File: src/design/quadrature_direction_relay_macros.svh
// Assertion helpers for the quadrature direction relay.
`ifndef QUADRATURE_DIRECTION_RELAY_MACROS_SVH
`define QUADRATURE_DIRECTION_RELAY_MACROS_SVH

`ifndef SYNTHESIS
// Clocked on clk_i, off while rst_ni is low.
`define QDR_ASSERT(lbl, prop, msg) \
  lbl: assert property (@(posedge clk_i) disable iff (!rst_ni) (prop)) else $error(msg);
// Clocked on clk_i, checked during reset too.
`define QDR_ASSERT_ALWAYS(lbl, prop, msg) \
  lbl: assert property (@(posedge clk_i) (prop)) else $error(msg);
`else
`define QDR_ASSERT(lbl, prop, msg)
`define QDR_ASSERT_ALWAYS(lbl, prop, msg)
`endif

`endif

File: src/design/qdr_pkg.sv
`default_nettype none

package qdr_pkg;

  typedef enum logic [1:0] {
    REQ_TICK    = 2'd0,
    REQ_PIN     = 2'd1,
    REQ_ACK     = 2'd2,
    REQ_RESTART = 2'd3
  } req_e;

  typedef enum logic [1:0] {
    DIR_UNKNOWN = 2'd0,
    DIR_LEFT    = 2'd1,
    DIR_RIGHT   = 2'd2
  } dir_e;

  typedef enum logic [1:0] {
    MODE_STARTUP  = 2'd0,
    MODE_IDLE     = 2'd1,
    MODE_PRINTING = 2'd2
  } mode_e;

  typedef enum logic [1:0] {
    CFG_STARTUP_THRESHOLD = 2'd0,
    CFG_LIMIT_PULSE_TICKS = 2'd1,
    CFG_PRINTING_ENABLE   = 2'd2
  } cfg_idx_e;

  localparam int unsigned CNT_OUT_W = 16;
  localparam int unsigned NUM_CNT   = 5;
  localparam int unsigned CNT_LEFT   = 0;
  localparam int unsigned CNT_RIGHT  = 1;
  localparam int unsigned CNT_ERR    = 2;
  localparam int unsigned CNT_BOUNCE = 3;
  localparam int unsigned CNT_ACK    = 4;

  localparam logic [7:0] STARTUP_THRESHOLD_RST = 8'd50;
  localparam logic [7:0] LIMIT_PULSE_RST       = 8'd5;

  localparam logic [4:0] PHASE_NONE = 5'h1f;
  // serial refresh due every tenth heartbeat value
  localparam logic [3:0] SER_LAST = 4'd9;

  typedef struct packed {
    logic [7:0] startup_threshold;
    logic [7:0] limit_pulse_ticks;
    logic       printing_enable;
  } cfg_t;

  typedef struct packed {
    logic                 out_a;
    logic                 out_b;
    logic                 limit_drive;
    logic                 led;
    logic                 serial_request;
    dir_e                 direction;
    mode_e                mode;
    logic [CNT_OUT_W-1:0] left_count;
    logic [CNT_OUT_W-1:0] right_count;
    logic [CNT_OUT_W-1:0] error_count;
    logic [CNT_OUT_W-1:0] bounce_count;
    logic [CNT_OUT_W-1:0] ack_count;
  } result_t;

  // Gray step decode; no step from a previous value above 3.
  function automatic dir_e decode_step(logic [3:0] prev, logic [3:0] cur, dir_e keep);
    logic [3:0] left_of;
    logic [3:0] right_of;
    left_of  = 4'd0;
    right_of = 4'd0;
    case (prev[1:0])
      2'd0: begin left_of = 4'd2; right_of = 4'd1; end
      2'd1: begin left_of = 4'd0; right_of = 4'd3; end
      2'd2: begin left_of = 4'd3; right_of = 4'd0; end
      2'd3: begin left_of = 4'd1; right_of = 4'd2; end
      default: begin left_of = 4'd0; right_of = 4'd0; end
    endcase
    if (prev[3:2] != 2'd0) begin
      return keep;
    end else if (cur == left_of) begin
      return DIR_LEFT;
    end else if (cur == right_of) begin
      return DIR_RIGHT;
    end
    return keep;
  endfunction

  // Forward commutation 0,1,3,2; first step latches the pin value.
  function automatic logic [4:0] next_phase(logic [4:0] last, logic [3:0] pins);
    logic [4:0] ph;
    ph = PHASE_NONE;
    if (last == PHASE_NONE) begin
      ph = {1'b0, pins};
    end else if (last[4:2] == 3'd0) begin
      case (last[1:0])
        2'd0:    ph = 5'd1;
        2'd1:    ph = 5'd3;
        2'd2:    ph = 5'd0;
        2'd3:    ph = 5'd2;
        default: ph = PHASE_NONE;
      endcase
    end
    return ph;
  endfunction

endpackage

`default_nettype wire

File: src/design/qdr_cfg_regs.sv
`default_nettype none

module qdr_cfg_regs (
  input  wire logic       clk_i,
  input  wire logic       rst_ni,
  input  wire logic       cfg_valid_i,
  output logic            cfg_ready_o,
  input  wire logic [1:0] cfg_index_i,
  input  wire logic [7:0] cfg_data_i,
  output qdr_pkg::cfg_t   cfg_o
);

  qdr_pkg::cfg_t cfg_q, cfg_d;

  assign cfg_ready_o = 1'b1;

  always_comb begin
    cfg_d = cfg_q;
    if (cfg_valid_i) begin
      case (qdr_pkg::cfg_idx_e'(cfg_index_i))
        qdr_pkg::CFG_STARTUP_THRESHOLD: cfg_d.startup_threshold = cfg_data_i;
        qdr_pkg::CFG_LIMIT_PULSE_TICKS: cfg_d.limit_pulse_ticks = cfg_data_i;
        qdr_pkg::CFG_PRINTING_ENABLE:   cfg_d.printing_enable   = cfg_data_i[0];
        default: cfg_d = cfg_q;  // unused index
      endcase
    end
  end

  always_ff @(posedge clk_i or negedge rst_ni) begin
    if (!rst_ni) begin
      cfg_q.startup_threshold <= qdr_pkg::STARTUP_THRESHOLD_RST;
      cfg_q.limit_pulse_ticks <= qdr_pkg::LIMIT_PULSE_RST;
      cfg_q.printing_enable   <= 1'b0;
    end else begin
      cfg_q <= cfg_d;
    end
  end

  assign cfg_o = cfg_q;

endmodule

`default_nettype wire

File: src/design/qdr_core.sv
`default_nettype none
`include "quadrature_direction_relay_macros.svh"

module qdr_core #(
  parameter int unsigned COUNT_WIDTH     = 16,
  parameter int unsigned HEARTBEAT_LIMIT = 100
) (
  input  wire logic           clk_i,
  input  wire logic           rst_ni,
  input  wire logic           fire_i,
  input  wire qdr_pkg::req_e  req_i,
  input  wire logic [3:0]     pins_i,
  input  wire qdr_pkg::cfg_t  cfg_i,
  output qdr_pkg::result_t    res_o
);

  localparam int unsigned HbW = $clog2(HEARTBEAT_LIMIT + 2);
  localparam logic [HbW-1:0] HbLimit = HbW'(HEARTBEAT_LIMIT);
  localparam int unsigned OutW = qdr_pkg::CNT_OUT_W;

  logic [3:0]             last_pins_q, last_pins_d;
  qdr_pkg::dir_e          dir_q, dir_d;
  logic                   idle_q, idle_d;
  logic [7:0]             steps_q, steps_d;
  logic [7:0]             pulse_q, pulse_d;
  logic                   limit_q, limit_d;
  logic [HbW-1:0]         hb_q, hb_d;
  logic [3:0]             ser_q, ser_d;     // heartbeat value mod 10
  logic                   led_q, led_d;
  logic [4:0]             phase_q, phase_d;
  logic [1:0]             drive_q, drive_d;
  logic [COUNT_WIDTH-1:0] cnt_q [qdr_pkg::NUM_CNT];
  logic [COUNT_WIDTH-1:0] cnt_d [qdr_pkg::NUM_CNT];
  logic [OutW-1:0]        cnt_out [qdr_pkg::NUM_CNT];

  logic                   changed;
  logic                   serial;
  qdr_pkg::dir_e          dec_dir;
  logic [4:0]             ph;

  assign changed = (pins_i != last_pins_q);
  assign dec_dir = qdr_pkg::decode_step(last_pins_q, pins_i, dir_q);
  assign ph      = qdr_pkg::next_phase(phase_q, pins_i);

  always_comb begin
    last_pins_d = last_pins_q;
    dir_d       = dir_q;
    idle_d      = idle_q;
    steps_d     = steps_q;
    pulse_d     = pulse_q;
    limit_d     = limit_q;
    hb_d        = hb_q;
    ser_d       = ser_q;
    led_d       = led_q;
    phase_d     = phase_q;
    drive_d     = drive_q;
    cnt_d       = cnt_q;
    serial      = 1'b0;

    case (req_i)
      qdr_pkg::REQ_TICK: begin
        if (pulse_q != 8'd0) begin
          pulse_d = pulse_q - 8'd1;
        end else begin
          limit_d = 1'b0;
        end
        if (hb_q > HbLimit) begin
          hb_d  = '0;
          ser_d = 4'd0;
          led_d = ~led_q;
        end else begin
          hb_d  = hb_q + HbW'(1);
          ser_d = (ser_q == qdr_pkg::SER_LAST) ? 4'd0 : ser_q + 4'd1;
        end
        serial = (ser_d == 4'd0);
      end
      qdr_pkg::REQ_PIN: begin
        if (changed) begin
          dir_d = dec_dir;
          if (dec_dir == qdr_pkg::DIR_UNKNOWN) begin
            cnt_d[qdr_pkg::CNT_ERR] = cnt_q[qdr_pkg::CNT_ERR] + COUNT_WIDTH'(1);
          end else begin
            if (dec_dir == qdr_pkg::DIR_RIGHT) begin
              cnt_d[qdr_pkg::CNT_RIGHT] = cnt_q[qdr_pkg::CNT_RIGHT] + COUNT_WIDTH'(1);
            end else begin
              cnt_d[qdr_pkg::CNT_LEFT] = cnt_q[qdr_pkg::CNT_LEFT] + COUNT_WIDTH'(1);
            end
            if (!idle_q) begin
              steps_d = steps_q + 8'd1;
              if (steps_d >= cfg_i.startup_threshold) begin
                idle_d  = 1'b1;
                limit_d = 1'b1;
                pulse_d = cfg_i.limit_pulse_ticks;
              end
            end
          end
          if (idle_d && cfg_i.printing_enable) begin
            phase_d = ph;
            drive_d = ~ph[1:0];
          end
        end else begin
          cnt_d[qdr_pkg::CNT_BOUNCE] = cnt_q[qdr_pkg::CNT_BOUNCE] + COUNT_WIDTH'(1);
        end
        last_pins_d = pins_i;
      end
      qdr_pkg::REQ_ACK: begin
        cnt_d[qdr_pkg::CNT_ACK] = cnt_q[qdr_pkg::CNT_ACK] + COUNT_WIDTH'(1);
      end
      qdr_pkg::REQ_RESTART: begin
        steps_d = 8'd0;
        idle_d  = 1'b0;
        dir_d   = qdr_pkg::DIR_UNKNOWN;
        cnt_d[qdr_pkg::CNT_LEFT]  = '0;
        cnt_d[qdr_pkg::CNT_RIGHT] = '0;
        cnt_d[qdr_pkg::CNT_ERR]   = '0;
      end
      default: serial = 1'b0;
    endcase
  end

  always_ff @(posedge clk_i or negedge rst_ni) begin
    if (!rst_ni) begin
      last_pins_q <= 4'd0;
      dir_q       <= qdr_pkg::DIR_UNKNOWN;
      idle_q      <= 1'b0;
      steps_q     <= 8'd0;
      pulse_q     <= 8'd0;
      limit_q     <= 1'b0;
      hb_q        <= '0;
      ser_q       <= 4'd0;
      led_q       <= 1'b0;
      phase_q     <= qdr_pkg::PHASE_NONE;
      drive_q     <= 2'd0;
      for (int i = 0; i < qdr_pkg::NUM_CNT; i++) begin
        cnt_q[i] <= '0;
      end
    end else if (fire_i) begin
      last_pins_q <= last_pins_d;
      dir_q       <= dir_d;
      idle_q      <= idle_d;
      steps_q     <= steps_d;
      pulse_q     <= pulse_d;
      limit_q     <= limit_d;
      hb_q        <= hb_d;
      ser_q       <= ser_d;
      led_q       <= led_d;
      phase_q     <= phase_d;
      drive_q     <= drive_d;
      cnt_q       <= cnt_d;
    end
  end

  // counters leave at a fixed 16 bits
  for (genvar g = 0; g < qdr_pkg::NUM_CNT; g++) begin : g_cnt_out
    if (COUNT_WIDTH >= OutW) begin : g_trunc
      assign cnt_out[g] = cnt_d[g][OutW-1:0];
    end else begin : g_ext
      assign cnt_out[g] = {{(OutW - COUNT_WIDTH){1'b0}}, cnt_d[g]};
    end
  end

  always_comb begin
    res_o.out_a          = drive_d[1];
    res_o.out_b          = drive_d[0];
    res_o.limit_drive    = limit_d;
    res_o.led            = led_d;
    res_o.serial_request = serial;
    res_o.direction      = dir_d;
    if (!idle_d) begin
      res_o.mode = qdr_pkg::MODE_STARTUP;
    end else if (cfg_i.printing_enable) begin
      res_o.mode = qdr_pkg::MODE_PRINTING;
    end else begin
      res_o.mode = qdr_pkg::MODE_IDLE;
    end
    res_o.left_count   = cnt_out[qdr_pkg::CNT_LEFT];
    res_o.right_count  = cnt_out[qdr_pkg::CNT_RIGHT];
    res_o.error_count  = cnt_out[qdr_pkg::CNT_ERR];
    res_o.bounce_count = cnt_out[qdr_pkg::CNT_BOUNCE];
    res_o.ack_count    = cnt_out[qdr_pkg::CNT_ACK];
  end

  `QDR_ASSERT(a_pulse_implies_limit, (pulse_q != 8'd0) |-> limit_q,
              "pulse counting without limit drive")
  `QDR_ASSERT_ALWAYS(a_drive_needs_phase,
                     (drive_q != 2'd0) |-> (phase_q != qdr_pkg::PHASE_NONE),
                     "winding driven with no phase")
  `QDR_ASSERT(a_serial_on_tick,
              (req_i != qdr_pkg::REQ_TICK) |-> !res_o.serial_request,
              "serial request outside a tick")
  `QDR_ASSERT(a_restart_clears,
              (fire_i && req_i == qdr_pkg::REQ_RESTART) |=>
                (!idle_q && steps_q == 8'd0 &&
                 cnt_q[qdr_pkg::CNT_LEFT] == '0 && cnt_q[qdr_pkg::CNT_ERR] == '0),
              "restart left state behind")

endmodule

`default_nettype wire

File: src/design/quadrature_direction_relay.sv
// A request taken into the input register passes through the core into the result register,
//   which drives m_axis.
// Throughput: one request per cycle; the whole update is one pass between the input
//   register and the result register, and both stages advance whenever the result
//   register is empty or the sink takes it.
// Reset (rst_ni low, asynchronous): both stages empty, config back to 50 / 5 / 0,
//   counters, direction, mode, heartbeat and limit pulse cleared, phase set to none.
`default_nettype none

module quadrature_direction_relay #(
  parameter int unsigned COUNT_WIDTH     = 16,
  parameter int unsigned HEARTBEAT_LIMIT = 100
) (
  input  wire logic        clk_i,
  input  wire logic        rst_ni,
  // request stream
  input  wire logic        s_axis_tvalid,
  output logic             s_axis_tready,
  input  wire logic [7:0]  s_axis_tdata,   // [3:0] pins, [7:4] zero
  input  wire logic [1:0]  s_axis_tuser,   // [1:0] req_type
  // result stream
  output logic             m_axis_tvalid,
  input  wire logic        m_axis_tready,
  // [0] out_a, [1] out_b, [2] limit_drive, [3] led, [4] serial_request,
  // [6:5] direction, [8:7] mode, [24:9] left_count, [40:25] right_count,
  // [56:41] error_count, [72:57] bounce_count, [88:73] ack_count, [95:89] zero
  output logic [95:0]      m_axis_tdata,
  // register writes
  input  wire logic        cfg_valid_i,
  output logic             cfg_ready_o,
  input  wire logic [1:0]  cfg_index_i,
  input  wire logic [7:0]  cfg_data_i
);

  qdr_pkg::cfg_t    cfg;
  qdr_pkg::result_t res;

  // Stage 1: registered request
  logic             in_vld_q, in_vld_d;
  qdr_pkg::req_e    in_req_q;
  logic [3:0]       in_pins_q;

  // Stage 2: registered result
  logic             out_vld_q, out_vld_d;
  qdr_pkg::result_t out_res_q;

  logic             advance;   // stage 1 request hits the state this cycle
  logic             in_take;

  assign advance       = in_vld_q && (!out_vld_q || m_axis_tready);
  assign s_axis_tready = !in_vld_q || advance;
  assign in_take       = s_axis_tvalid && s_axis_tready;

  always_comb begin
    in_vld_d = in_vld_q;
    if (in_take) begin
      in_vld_d = 1'b1;
    end else if (advance) begin
      in_vld_d = 1'b0;
    end
    out_vld_d = out_vld_q;
    if (advance) begin
      out_vld_d = 1'b1;
    end else if (m_axis_tready) begin
      out_vld_d = 1'b0;
    end
  end

  always_ff @(posedge clk_i or negedge rst_ni) begin
    if (!rst_ni) begin
      in_vld_q  <= 1'b0;
      out_vld_q <= 1'b0;
    end else begin
      in_vld_q  <= in_vld_d;
      out_vld_q <= out_vld_d;
    end
  end

  // payload: no reset
  always_ff @(posedge clk_i) begin
    if (in_take) begin
      in_req_q  <= qdr_pkg::req_e'(s_axis_tuser);
      in_pins_q <= s_axis_tdata[3:0];
    end
    if (advance) begin
      out_res_q <= res;
    end
  end

  qdr_cfg_regs u_cfg (
    .clk_i       (clk_i),
    .rst_ni      (rst_ni),
    .cfg_valid_i (cfg_valid_i),
    .cfg_ready_o (cfg_ready_o),
    .cfg_index_i (cfg_index_i),
    .cfg_data_i  (cfg_data_i),
    .cfg_o       (cfg)
  );

  // decoder state, counters, heartbeat and commutation
  qdr_core #(
    .COUNT_WIDTH     (COUNT_WIDTH),
    .HEARTBEAT_LIMIT (HEARTBEAT_LIMIT)
  ) u_core (
    .clk_i  (clk_i),
    .rst_ni (rst_ni),
    .fire_i (advance),
    .req_i  (in_req_q),
    .pins_i (in_pins_q),
    .cfg_i  (cfg),
    .res_o  (res)
  );

  assign m_axis_tvalid = out_vld_q;
  assign m_axis_tdata  = {
    7'd0,
    out_res_q.ack_count,
    out_res_q.bounce_count,
    out_res_q.error_count,
    out_res_q.right_count,
    out_res_q.left_count,
    out_res_q.mode,
    out_res_q.direction,
    out_res_q.serial_request,
    out_res_q.led,
    out_res_q.limit_drive,
    out_res_q.out_b,
    out_res_q.out_a
  };

endmodule

`default_nettype wire

File: config.mk
export PLATFORM = sky130hd
export DESIGN_NAME = quadrature_direction_relay
export DESIGN_NICKNAME = d
export VERILOG_FILES = /design/src/design/qdr_pkg.sv /design/src/design/qdr_cfg_regs.sv /design/src/design/qdr_core.sv /design/src/design/quadrature_direction_relay.sv
export VERILOG_INCLUDE_DIRS = /design/src /design/src/design
export SDC_FILE = /design/constraint.sdc
export NUM_CORES = 1
export LEC_CHECK = 0
export BUFFER_PORTS_ARGS = -buffer_cell sky130_fd_sc_hd__buf_2
export CAP_MARGIN = 20
export CORE_UTILIZATION = 60
export CTS_CLUSTER_SIZE = 10
export DETAILED_ROUTE_END_ITERATION = 10
export PLACE_DENSITY_LB_ADDON = 0.2
export SLEW_MARGIN = 20
export SYNTH_ARGS = -nofsm -noshare
export SYNTH_HDL_FRONTEND = slang
export SYNTH_SLANG_ARGS = --single-unit
File: constraint.sdc
create_clock -name clk_i -period 11.4 [get_ports clk_i]
set_input_delay 2.28 -clock clk_i [delete_from_list [all_inputs] [get_ports clk_i]]
set_output_delay 2.28 -clock clk_i [all_outputs]
set_load 0.1 [all_outputs]
# Yosys cells after proc, flatten, opt, wreduce, memory -nomap -nowiden
# Cells that the tools add are included.
[totals]
ff_bits = 237
inputBits = 25
out_inout_bits = 99
word_cells = 158
[classes]
addsub = 9
magnitude_cmp = 2
n_eq_ne = 22
muxes = 60
bitwise_logic = 2
reduce_logical = 28
[ops]
columns = ["operator", "count"]
rows = [
  ["$mux 16", 6],
  ["$pmux 48 s2", 1],
  ["$add 16x1->16 const B", 5],
  ["$mux 8", 8],
  ["$mux 48", 1],
  ["$mux 32", 1],
  ["$pmux 4 s4", 2],
  ["$pmux 8 s2", 2],
  ["$mux 1", 20],
  ["$pmux 5 s4", 1],
  ["$mux 2", 9],
  ["$eq 2x2->1 const B", 8],
  ["$mux 4", 3],
  ["$logic_not 2->1", 5],
  ["$mux 5", 2],
  ["$reduce_and 2->1", 5],
  ["$reduce_bool 2->1", 5],
  ["$add 8x1->8 const B", 1],
  ["$eq 2x1->1 const B", 4],
  ["$eq 4x4->1", 2],
  ["$ge 8x8->1", 1],
  ["$reduce_bool 8->1", 1],
  ["$sub 8x1->8 const B", 1],
  ["$add 7x1->7 const B", 1],
  ["other kinds (20)", 28],
]

# Logic depth before layout (Yosys ltp)
# Gate-level depths: netlist of run 1.
[depth]
ltp_word = 15
mapped_depth = 11
ltp_nobuf = 11

# Hierarchy
# A second synthesis of run 1 with hierarchy kept.
[unflattened]
hier_cells = 1104
area_unflattened_um2 = 11912.7
[by_module_without_submodules]
columns = ["mod", "instances", "cells_each", "area_per_inst_um2", "seq_area_each_um2"]
rows = [
  ["qdr_core", 1, 954, 8227.9, 3084.2],
  ["quadrature_direction_relay", 1, 111, 3012.9, 2902.8],
  ["qdr_cfg_regs", 1, 39, 671.9, 431.7],
]

# Worst setup path before layout of run 1
# OpenSTA, ideal clock, no wires.
[synth_path]
path_type = "input-to-reg"
start = "in m_axis_tready"
end = "reg u_core.cnt_q[48] (netlist name)"
setup_ps = 137
t_arrival_ps = 5884
t_required_ps = 11263
slack_ps = 5379
cell_stages = 7
n_path_buf = 1
path_cell_list = "nand2b_1 > nand2_1 > clkinv_1 > clkbuf_1 > o21ai_0 > nand2_1 > o31ai_1"
[synth_via]
elab_chain_len = 2
[synth_lines]
columns = ["item", "line", "source"]
rows = [
  ["start: declaration", "quadrature_direction_relay.sv:23", "input wire logic m_axis_tready,"],
  ["$logic_or 1x1->1", "quadrature_direction_relay.sv:50", "assign advance = in_vld_q && (!out_vld_q || m_axis_tready);"],
  ["$logic_and 1x1->1", "quadrature_direction_relay.sv:50", ""],
  ["via advance", "quadrature_direction_relay.sv:47", "logic advance;"],
  ["end signal: assignment", "qdr_core.sv:149", "cnt_q <= cnt_d;"],
  ["end: declaration", "qdr_core.sv:32", "logic [COUNT_WIDTH-1:0] cnt_q [qdr_pkg::NUM_CNT];"],
]
# The timed path passes the listed nets, and every way through them passes these cells.
# A chain may end at the register's enable or synchronous reset.

# Worst setup path in the final report of run 1
[layout_path]
start = "in m_axis_tready"
end = "out s_axis_tready"
[layout_via]
elab_chain_len = 3
[layout_lines]
columns = ["item", "line", "source"]
rows = [
  ["$logic_or 1x1->1", "quadrature_direction_relay.sv:50", ""],
  ["$logic_and 1x1->1", "quadrature_direction_relay.sv:50", ""],
  ["$logic_or 1x1->1", "quadrature_direction_relay.sv:51", "assign s_axis_tready = !in_vld_q || advance;"],
  ["end: declaration", "quadrature_direction_relay.sv:18", "output logic s_axis_tready,"],
]
# No other way between the ends.

==> metrics.md, run 1 <==
| Metric | Value |
|---|---|
| Status | finished clean |
| Fin Setup TNS | 0 ns |
| IO buf count | 111 |
| Clock root buffer | clkbuf_16 |
| Main combinational cell family by area after synthesis | simple AND/OR/NAND/NOR gates |
| First-pass GRT wire length | 40400 um |
| Leakage power | 5.67 nW |
| GRT Overall Usage | between 20 and 25% |
| H-tree Lvls | 1 |
| TritonCTS Buffers | 27 |
| Synth Warn # | 0 |
| Chip Width | about 140 um |
| Top achievable clock speed | roughly 190 MHz |
| DIE AREA | a little over 0.02 mm^2 |
| Max-capacitance violation count | 0 |
| Gpl congestion | around 0.82 |
| Largest net degree at the start of global routing | a little under 80 |
| Setup violators final | 0 |
| Worst hold path type | register to register |
| Post-Synth XOR/XNOR Area | roughly 9% |
| CTS clk-pin slew, worst paths | 0.06 ns |
| CP startpoint | m_axis_tready |
| Inserted Diodes | 0 |
| Most common cell after layout, fill and taps aside | dfrtp_1 |
| DR pass1 iterations | 6 |
| Clk buf depth | 3 |
| Hold_buf cts | 0 |
| Share of cells above drive strength 1 | 17.1% |
| Worst r2r dst | u_core.cnt_q[78] |
| Mapped Cells | between 1000 and 1500 |
| Final-report hold violation count | 0 |
| DR vias/cell | 5.73 |
| Slew @ Worst Pin | 0.983 ns |
| Slew Limit Fails | 0 |
| Initial antenna violation count | 0 |
| Crit start category | primary input |
| Top delay family on crit path | buffers and inverters |
| Sequential element share of the synthesized area | about 54% |
| Area grow syn2layout | 12.1% |
| WS Path Type | primary input to primary output |
| #FFs+latches synth | ~240 |
| Setup Skew | 0.00783 ns |
| Commonest cells after routing, fill and taps aside | 132 x dfrtp_1, 110 x nand2_1, 110 x buf_2, 95 x edfxtp_1, 94 x nor2_1 |
| Reg2reg start | in_req_q[0] |
| Crit share post-route | 45.7% |
| CP Cell Sequence | buf_2 -> nand3b_1 -> buf_2 |
| Post-synthesis adder-cell area fraction | 1.98% |
| Routed length per placed instance | about 16 um |
| Drc violations | 0 |
| Post-synthesis cell area | around 0.012 mm^2 |
| Vias in the first global route | a little over 8000 |
| Post-route setup slack | approximately 6.2 ns |
| Crit path to | s_axis_tready |
| Hold WS | about 0.48 ns |
| Clock latency at the later pin of the worst-skew pair | between 0.5 and 0.6 ns |
| Worst slew margin | 34.5% |
| Via count | 8610 |
| Rows | 51 |
| Core area | a little under 0.02 mm^2 |
| Largest vdd supply drop | 0.130 mV |
| R2R Setup Slk | a little over 8 ns |
| Chip Height | ~140 um |
| Total grt overflow | 0 |
| RSZ-0062 raised after global routing | no |
| Async set or reset register ratio after synthesis | ~60% |
| Post-Route WL | 24200 um |
| Post-DRT Antenna Nets | 0 |
| Final Critical Period | 5.21 ns |
| Top_reg_cell synth | dfrtp_1 |
| Worst Path Buf+Inv | 2 |
| DP HPWL | 15600 um |
| Clock sink total | 237 |
| Crit-path max cell delay | roughly 0.44 ns |
| Reg2reg path depth | 5 |
| Worst Setup End Kind | primary output |
| CP max stage cell | buf_2 |
| Syn Area/Cell | 10.7 um^2 |
| Req. time, crit path | about 9.1 ns |
| Fin nets | ~1300 |
| Initial Utilization | 61.3% |
| Distinct cells, synth | a little under 80 |
| Pre-CTS setup slack | 6.19 ns |
| Post-CTS resize count | 0 |
| Iter 0 DRT Violations | 593 |
| Area share of and/or/nand/nor cells after synthesis | 16.1% |
| CTS tree | built |
| Post-synth EDFFs | 95 |
| Setup bufs post-CTS | 0 |
| CP arrival | a little under 3 ns |
| Crit-path max FO | 3 |
| Power Dens Cells | 183 mW/mm^2 |
| Most frequent CP cell | buf_2 |
| Num ports | around 120 |
| Post-synthesis mux area share | 2.39% |
| Critical path depth | 3 |
| Compound-cell area share of the yosys netlist | between 10% and 20% |
## Yosys cell counts, types with 3 or more instances
cell	number	share of area [%]
dfrtp_1	132	28
nand2_1	110	3.4
edfxtp_1	95	24
nor2_1	95	3.0
o21ai_0	76	3.2
xnor2_1	63	4.6
xor2_1	60	4.4
nand3_1	56	2.3
a21oi_1	39	1.6
clkbuf_1	36	1.1
inv_1	34	1.1
o31ai_1	28	1.8
and3_1	26	1.4
nand4_1	23	1.2
a31oi_1	22	1.1
mux2_2	21	2.0
ha_1	19	2.0
or3_1	16	0.84
nor3_1	14	0.59
o22ai_1	12	0.63
buf_4	11	0.69
dfstp_2	10	2.2
buf_2	8	0.33
nand2b_1	8	0.42
a22o_1	7	0.51
nor2b_1	6	0.31
a211oi_1	5	0.31
and2_1	5	0.26
and4_1	5	0.37
mux2i_1	5	0.42
a22oi_1	4	0.25
buf_1	4	0.13
nor4_2	4	0.42
a41oi_1	3	0.22
clkbuf_2	3	0.13
nand3b_1	3	0.19
o21a_1	3	0.19
## per-layer routing
metal  part of all wire [%]  GRT usage, %  wire [um]  vias to the layer above
met5                      0             0          0                        -
met4                    1.8          6.66        441                        0
met3                    4.2          2.92       1020                       36
met2                     49          41.3      11700                      192
met1                     45          33.8      11000                     4175
li1                       -             -          -                     4207
## kinds of logic after synthesis
| group | Yosys count |
|---|---|
| fa+ha+maj | 19 |
| compound gates | 227 |
| other cells | 2 |
| flops | 237 |
| xor+xnor | 125 |
| simple gates | 386 |
| buf+inv | 101 |
| mux | 26 |
## final cells by class
class                   instances  area (um^2)
repair buffers                124          659
clock inverters                 1         8.76
inverters                      35          134
well taps                     265          332
clock buffers                  49          758
multi-input cells             791         5120
flip-flops and latches        237         6420
fillers                      1526         6100
## power by group
group          total [mW]  switching, mW  internal (mW)
clock network       0.764          0.320          0.444
logic               0.604          0.446          0.159
registers            1.09         0.0944           1.00
## sequential cells by signal, indices dropped and copies added (netlist names), 2 cells and up
register            count
u_core.cnt_q           80
u_core.pulse_q          8
u_core.steps_q          8
u_cfg.cfg_o            17
u_core.ser_q            4
in_req_q                2
u_core.hb_q             7
m_axis_tdata           89
u_core.dir_q            2
u_core.drive_q          2
u_core.phase_q          5
u_core.last_pins_q      4
in_pins_q               4
## per-stage QoR
step           total power, mW  instances  cell area, um^2  utilization (%)
6_report                  2.46       1502            13400             68.8
4_1_cts                   2.48       1502            13400             68.8
2_1_floorplan             1.60       1129            12000                -
5_1_grt                   2.58       1502            13400             68.8
3_3_place_gp              1.69       1452            12700             64.8
3_5_place_dp              1.71       1452            12700             64.8
## worst reg2reg max path, stage by stage (launching register included)
cell and delay, ns:
edfxtp_1 0.99, o41ai_1 0.36, a2111oi_4 0.89, nand4_1 0.29, or3_1 0.41, nand3_1 0.10
## worst min path at each step
stage               cells after the start  slack, ns              start                 to
floorplan                               2       0.46  u_core.phase_q[1]  u_core.phase_q[1]
global placement                        2       0.47  u_core.phase_q[1]  u_core.phase_q[1]
detailed placement                      2       0.48  u_core.phase_q[1]  u_core.phase_q[1]
CTS                                     2       0.48  u_core.phase_q[1]  u_core.phase_q[1]
global route                            2       0.49  u_core.phase_q[1]  u_core.phase_q[1]
finish                                  2       0.48  u_core.phase_q[1]  u_core.phase_q[1]
(Power assumes the default switching activity.)
==> run 2, diff against run 1 <==
- ABC_AREA: not set -> 1
- CORE_UTILIZATION: 60 -> 54
- clock period: 11.4 -> 4.5 ns (I/O delays scaled with it)
==> metrics.md, run 2 <==
| Metric | Value |
|---|---|
| Met2 WL post-DR | approximately 12000 um |
| Routed length per placed instance | about 14 um |
| Req. time, crit path | 4.78 ns |
| Dominant cells by area after synthesis | dfrtp_1 28%, edfxtp_1 24%, nand2_1 13%, inv_1 5.3%, o21ai_0 4.1% |
| Worst Setup End Kind | register |
| Leakage power | 6.45 nW |
| Crit start category | register |
| Setup violators final | 0 |
| Crit share post-route | approximately three fifths |
| Chip Height | between 150 and 200 um |
| Initial antenna violation count | 0 |
| Slew Limit Fails | 0 |
| Via count | 9320 |
| Routed wl met3 | 1370 um |
| Iter 0 DRT Violations | roughly 640 |
| Final-report hold violation count | 0 |
| Slew @ Worst Pin | approximately 0.85 ns |
| Reg2reg path depth | 9 |
| Top achievable clock speed | between 300 and 400 MHz |
| Core area | 0.0218 mm^2 |
| Max-capacitance violation count | 0 |
| Share of the synthesized area in the top cell type | around 28% |
| Most common cell in the synthesized netlist | nand2_1 |
| Fin nets | between 1500 and 2000 |
| Clock latency at the later pin of the worst-skew pair | about 0.54 ns |
| R2R Setup Slk | approximately 1.7 ns |
| First-pass GRT wire length | approximately 41000 um |
| Worst slew margin | 43.5% |
| Hold_buf cts | 0 |
| Synth Warn # | 0 |
| Most common cell after layout, fill and taps aside | nand2_1 |
| Commonest cells in the netlist | 415 x nand2_1, 169 x inv_1, 132 x dfrtp_1 |
| Post-Route WL | between 20000 and 25000 um |
| Distinct cells, synth | between 50 and 60 |
| Post-route setup slack | roughly 1.7 ns |
| Power Dens Cells | slightly below 600 mW/mm^2 |
| Sequential element share of the synthesized area | a little over half |
| Max reg flops | a little under 90 |
| Area leader, netlist | dfrtp_1 |
| Setup bufs post-CTS | 0 |
| Pre-CTS setup slack | between 1.5 and 2 ns |
| H-tree Lvls | 1 |
| DIE AREA | 0.0228 mm^2 |
| RSZ-0062 raised after global routing | no |
| Share of cells above drive strength 1 | 15.2% |
| Post-CTS resize count | 0 |
| TritonCTS Buffers | 28 |
| Worst r2r dst | m_axis_tdata[72] |
| Post-synthesis cell area | 0.0120 mm^2 |
| Reg2reg start | in_req_q[0] |
| Inserted Diodes | 0 |
| Num ports | around 120 |
| CTS clk-pin slew, worst paths | approximately 0.06 ns |
| DR vias/cell | between 5 and 6 |
| Largest net degree at the start of global routing | 90 |
| WL met1 | approximately 11000 um |
| Rows | 54 |
| Post-DRT Antenna Nets | 0 |
| Async set or reset register ratio after synthesis | between 50 and 60% |
| Largest vdd supply drop | approximately 0.44 mV |
| DR pass1 iterations | 5 |
| Clk buf depth | 3 |
| Initial Utilization | a little over half |
| Setup Skew | just under 0.02 ns |
| Total grt overflow | 0 |
| Clock sink total | between 200 and 250 |
| Crit-path max FO | 21 |
| Fin Setup TNS | 0 ns |
| IO buf count | 111 |
| Chip Width | about 150 um |
| Final Power | 8.02 mW |
| Area grow syn2layout | 13.6% |
| #FFs+latches synth | approximately 240 |
| WS Path Type | register to register |
| Top routing layer in use | met4 |
| Vias in the first global route | roughly 8600 |
| CP arrival | between 3 and 4 ns |
| Top_reg_cell synth | dfrtp_1 |
| DP HPWL | 16900 um |
| Gpl congestion | between 0.8 and 0.9 |
| GRT Overall Usage | 22.3% |
| Final Critical Period | approximately 2.8 ns |
| CTS tree | built |
| Syn Area/Cell | approximately 8.7 um^2 |
| Post-synth EDFFs | 95 |
| Worst hold path type | primary input to asynchronous set/reset pin |
| Status | finished clean |
| Drc violations | 0 |
| Commonest cells after routing, fill and taps aside | 414 x nand2_1, 168 x inv_1, 132 x dfrtp_1, 110 x buf_2, 98 x o21ai_0 |
| Mapped Cells | between 1000 and 1500 |
| Clock root buffer | clkbuf_16 |
## run 2: cell type report
cell class	instances	area [um^2]
repair buffers	119	647
well taps	280	350
fillers	1826	8210
clock buffers	48	806
flip-flops and latches	237	6420
multi-input cells	930	4700
clock inverters	2	21.3
inverters	177	674
## run 2: stage by stage
stage / instances / util, % / instance area, um^2 / hold WS, ns
finish: 1793 / 62.4 / 13600 / 0.432
global route: 1793 / 62.4 / 13600 / 0.492
CTS: 1793 / 62.4 / 13600 / 0.469
detailed placement: 1743 / 58.6 / 12800 / 0.466
global placement: 1743 / 58.6 / 12800 / 0.461
floorplan: 1390 / - / 12000 / 0.443
## run 2: metal layers
layer	up-vias	GRT usage, %
li1	4706	-
met1	4364	31.1
met2	221	36.9
met3	29	3.46
met4	0	4.35
met5	-	0
## run 2: worst max-delay path by stage
stage | from | slack, ns | end
2_1_floorplan | m_axis_tready | 1.25 | m_axis_tdata[0]
3_3_place_gp | in_req_q[0] | 1.75 | m_axis_tdata[72]
3_5_place_dp | m_axis_tready | 1.72 | m_axis_tdata[42]
4_1_cts | in_req_q[0] | 1.74 | m_axis_tdata[72]
5_1_grt | in_req_q[0] | 1.55 | u_core.cnt_q[31]
6_report | in_req_q[0] | 1.73 | m_axis_tdata[72]
## run 2: kinds of logic (layout without fill, tap and decap cells)
logic type                 Yosys count  count (layout)  share of synthesized area [%]
and+or+nand+nor                    694             694                           26.3
DFF                                237             237                           53.6
buffers and inverters              223             346                           7.47
AOI/OAI and AO/OA                  166             166                           7.36
xor gates and xnor gates            42              42                           3.13
adders and majority gates           19              19                           1.98
other                                2               8                         0.0627
muxes                                1               1                         0.0835
## run 2: worst max-delay path, cell delays in order, from the launching register on
cell and delay (ns):
edfxtp_1 0.32, buf_4 0.28, inv_4 0.17, nor2_4 0.48
inv_2 0.28, nor2_4 0.35, inv_1 0.14, nor2_1 0.19
nand3_1 0.12, xor2_1 0.17
## run 2: where the power goes
part / switching [mW] / internal, mW
sequential: 0.343 / 2.81
clock: 0.839 / 1.20
combinational: 2.22 / 0.612
==> run 3, diff against run 2 <==
- clock period: 4.5 -> 2.3 ns (I/O delays scaled with it)
==> metrics.md, run 3 (synthesis gave the netlist of run 2 again) <==
| Metric | Value |
|---|---|
| Status | finished, violations left |
| Failing checks | setup timing |
| Clock sink total | approximately 240 |
| Clock root buffer | clkbuf_16 |
| TritonCTS Buffers | 28 |
| DR vias/cell | around 5.2 |
| Num ports | roughly 120 |
| Clk buf depth | 3 |
| Worst r2r dst | m_axis_tdata[0] |
| Req. time, crit path | between 2 and 3 ns |
| Post-Route WL | around 26000 um |
| Top achievable clock speed | between 400 and 500 MHz |
| Initial antenna violation count | 0 |
| Vias in the first global route | approximately 9000 |
| Sw Ratio | 42.5% |
| Crit start category | register |
| Iter 0 DRT Violations | 636 |
| Most common cell after layout, fill and taps aside | nand2_1 |
| Via count | 9574 |
| GRT Overall Usage | 23.7% |
| Finished Core Util | 65.2% |
| Clock share of power | between 20% and 30% |
| Area of the multi-input gates | between 0.004 and 0.005 mm^2 |
| DIE AREA | ~0.023 mm^2 |
| CP startpoint | u_core.steps_q[0] |
| Worst hold path type | primary input to register |
| Routed length per placed instance | between 10 and 15 um |
| Worst Setup End Kind | register |
| H-tree Lvls | 1 |
| Setup Skew | 0.0199 ns |
| Worst Hold Path Cells | 1 |
| Chip Height | roughly 150 um |
| Slew @ Worst Pin | 0.529 ns |
| Drc violations | 0 |
| Final-report hold violation count | 0 |
| CTS clk-pin slew, worst paths | 0.06 ns |
| Fillcell total | 1781 |
| Largest net degree at the start of global routing | 51 |
| Share of cells above drive strength 1 | between 10% and 20% |
| WS Path Type | register to register |
| IO buf count | about 110 |
| CP arrival | between 2 and 3 ns |
| Worst slew margin | 64.8% |
| Register area | between 0.006 and 0.007 mm^2 |
| RSZ-0062 raised after global routing | yes |
| Commonest cells after routing, fill and taps aside | 403 x nand2_1, 166 x inv_1, 131 x dfrtp_1, 110 x buf_2, 95 x edfxtp_1 |
| Fin nets | 1583 |
| Setup violators final | 22 |
| Initial Utilization | between 50% and 60% |
| Placed Area | 0.0131 mm^2 |
| Max-capacitance violation count | 0 |
| DR pass1 iterations | 5 |
| Post-DRT Antenna Nets | 0 |
| Total grt overflow | 0 |
| Chip Width | between 150 and 200 um |
| Rows | between 50 and 60 |
| Post-route setup slack | -0.177 ns |
| Inserted Diodes | 0 |
| Sequential power share | a little under two fifths |
| Area grow syn2layout | 18.7% |
| DP HPWL | 18000 um |
| Sw Pwr | slightly below 7 mW |
| Crit-path max FO | 5 |
| Power Dens Cells | 1130 mW/mm^2 |
| Internal power | 9.28 mW |
| R2R Setup Slk | -0.18 ns |
| Crit path to | m_axis_tdata[0] |
| Reg2reg path depth | 14 |
| CTS tree | built |
| Max reg flops | ~90 |
| Gpl congestion | between 0.8 and 0.9 |
| Leakage power | between 6 and 7 nW |
| Final Critical Period | between 2 and 2.5 ns |
| Comb pwr share | 36.9% |
| Final instance area | approximately 0.014 mm^2 |
| Slew Limit Fails | 0 |
| First-pass GRT wire length | roughly 43000 um |
| Core area | around 0.022 mm^2 |
| Largest vdd supply drop | ~0.78 mV |
| Crit share post-route | 108% |
| Clock latency at the later pin of the worst-skew pair | between 0.5 and 0.6 ns |
| Pre-CTS setup slack | -0.254 ns |
| Reg2reg start | u_core.steps_q[0] |
==> run 3: cell count changes in the layout (fill, tap and decap cells not counted), moves of 5 or more <==
| cell | change |
|---|---|
| buf_12 | +5 |
| buf_4 | +38 |
| nand2_1 | -11 |
| nand2_4 | +6 |
| o21ai_0 | -5 |
| o21ai_1 | -5 |
| o21ai_2 | +9 |
==> run 3: worst min path at each step <==
stage | from | to | slack, ns
global placement | rst_ni | u_core.cnt_q[18] | 0.46
finish | s_axis_tuser[1] | in_req_q[1] | 0.09
floorplan | rst_ni | in_vld_q | 0.16
global route | s_axis_tuser[1] | in_req_q[1] | 0.08
detailed placement | rst_ni | u_core.cnt_q[16] | 0.46
CTS | s_axis_tdata[2] | in_pins_q[2] | 0.07
==> run 3: stage by stage <==
stage	hold WS, ns	power, mW	instances	setup TNS (ns)
2_1_floorplan	0.164	10.7	1390	-0.00264
3_3_place_gp	0.458	11.8	1770	-1.08
3_5_place_dp	0.460	11.9	1770	-3.05
4_1_cts	0.0728	16.0	1829	-1.93
5_1_grt	0.0805	17.0	1841	-5.46
6_report	0.0895	16.1	1841	-2.22
==> run 3: critical path, cell delays in order, from the launching register on <==
cell and delay, ns:
dfrtp_1 0.39, nand3_2 0.10, nand3b_1 0.19, nand3b_1 0.22
xnor2_2 0.17, ha_1 0.32, inv_2 0.05, nor3_2 0.17
nand2_1 0.08, nand3_2 0.14, nand2_4 0.09, nand2_8 0.09
nand2_4 0.06, nand2_1 0.07, o21ai_0 0.09
==> run 3: metal layers <==
layer	track usage [%]	wire [um]	share of wire [%]	vias up
li1	-	-	-	4807
met1	32.7	12100	46	4525
met2	39.7	12700	48	204
met3	2.98	1050	4.0	38
met4	5.90	446	1.7	0
met5	0	0	0	-
==> run 3: final cells by class <==
cell class              count  area share (%)
clock inverters             2           0.150
flip-flops and latches    237            45.1
clock buffers              50            5.65
well taps                 280            2.46
multi-input cells         930            34.4
inverters                 177            4.74
repair buffers            165            7.49
==> run 3: what timing repair did <==
item | 4_1_cts | 5_1_grt
endpoints found under the setup margin | 22 | 31
pin swaps | 12 | 14
setup buffers | 6 | 12
hold buffers | 1 | 0
resized for setup | 10 | 40
endpoints found under the hold margin | 39 | 0
==> run 3: power by group through the flow <==
stage	clock (mW)	sequential (mW)	combinational (mW)
2_1_floorplan	0	8.25	2.47
4_1_cts	4.08	6.16	5.81
3_3_place_gp	0	6.19	5.61
6_report	4.00	6.18	5.96
5_1_grt	4.23	6.31	6.51
3_5_place_dp	0	6.21	5.73
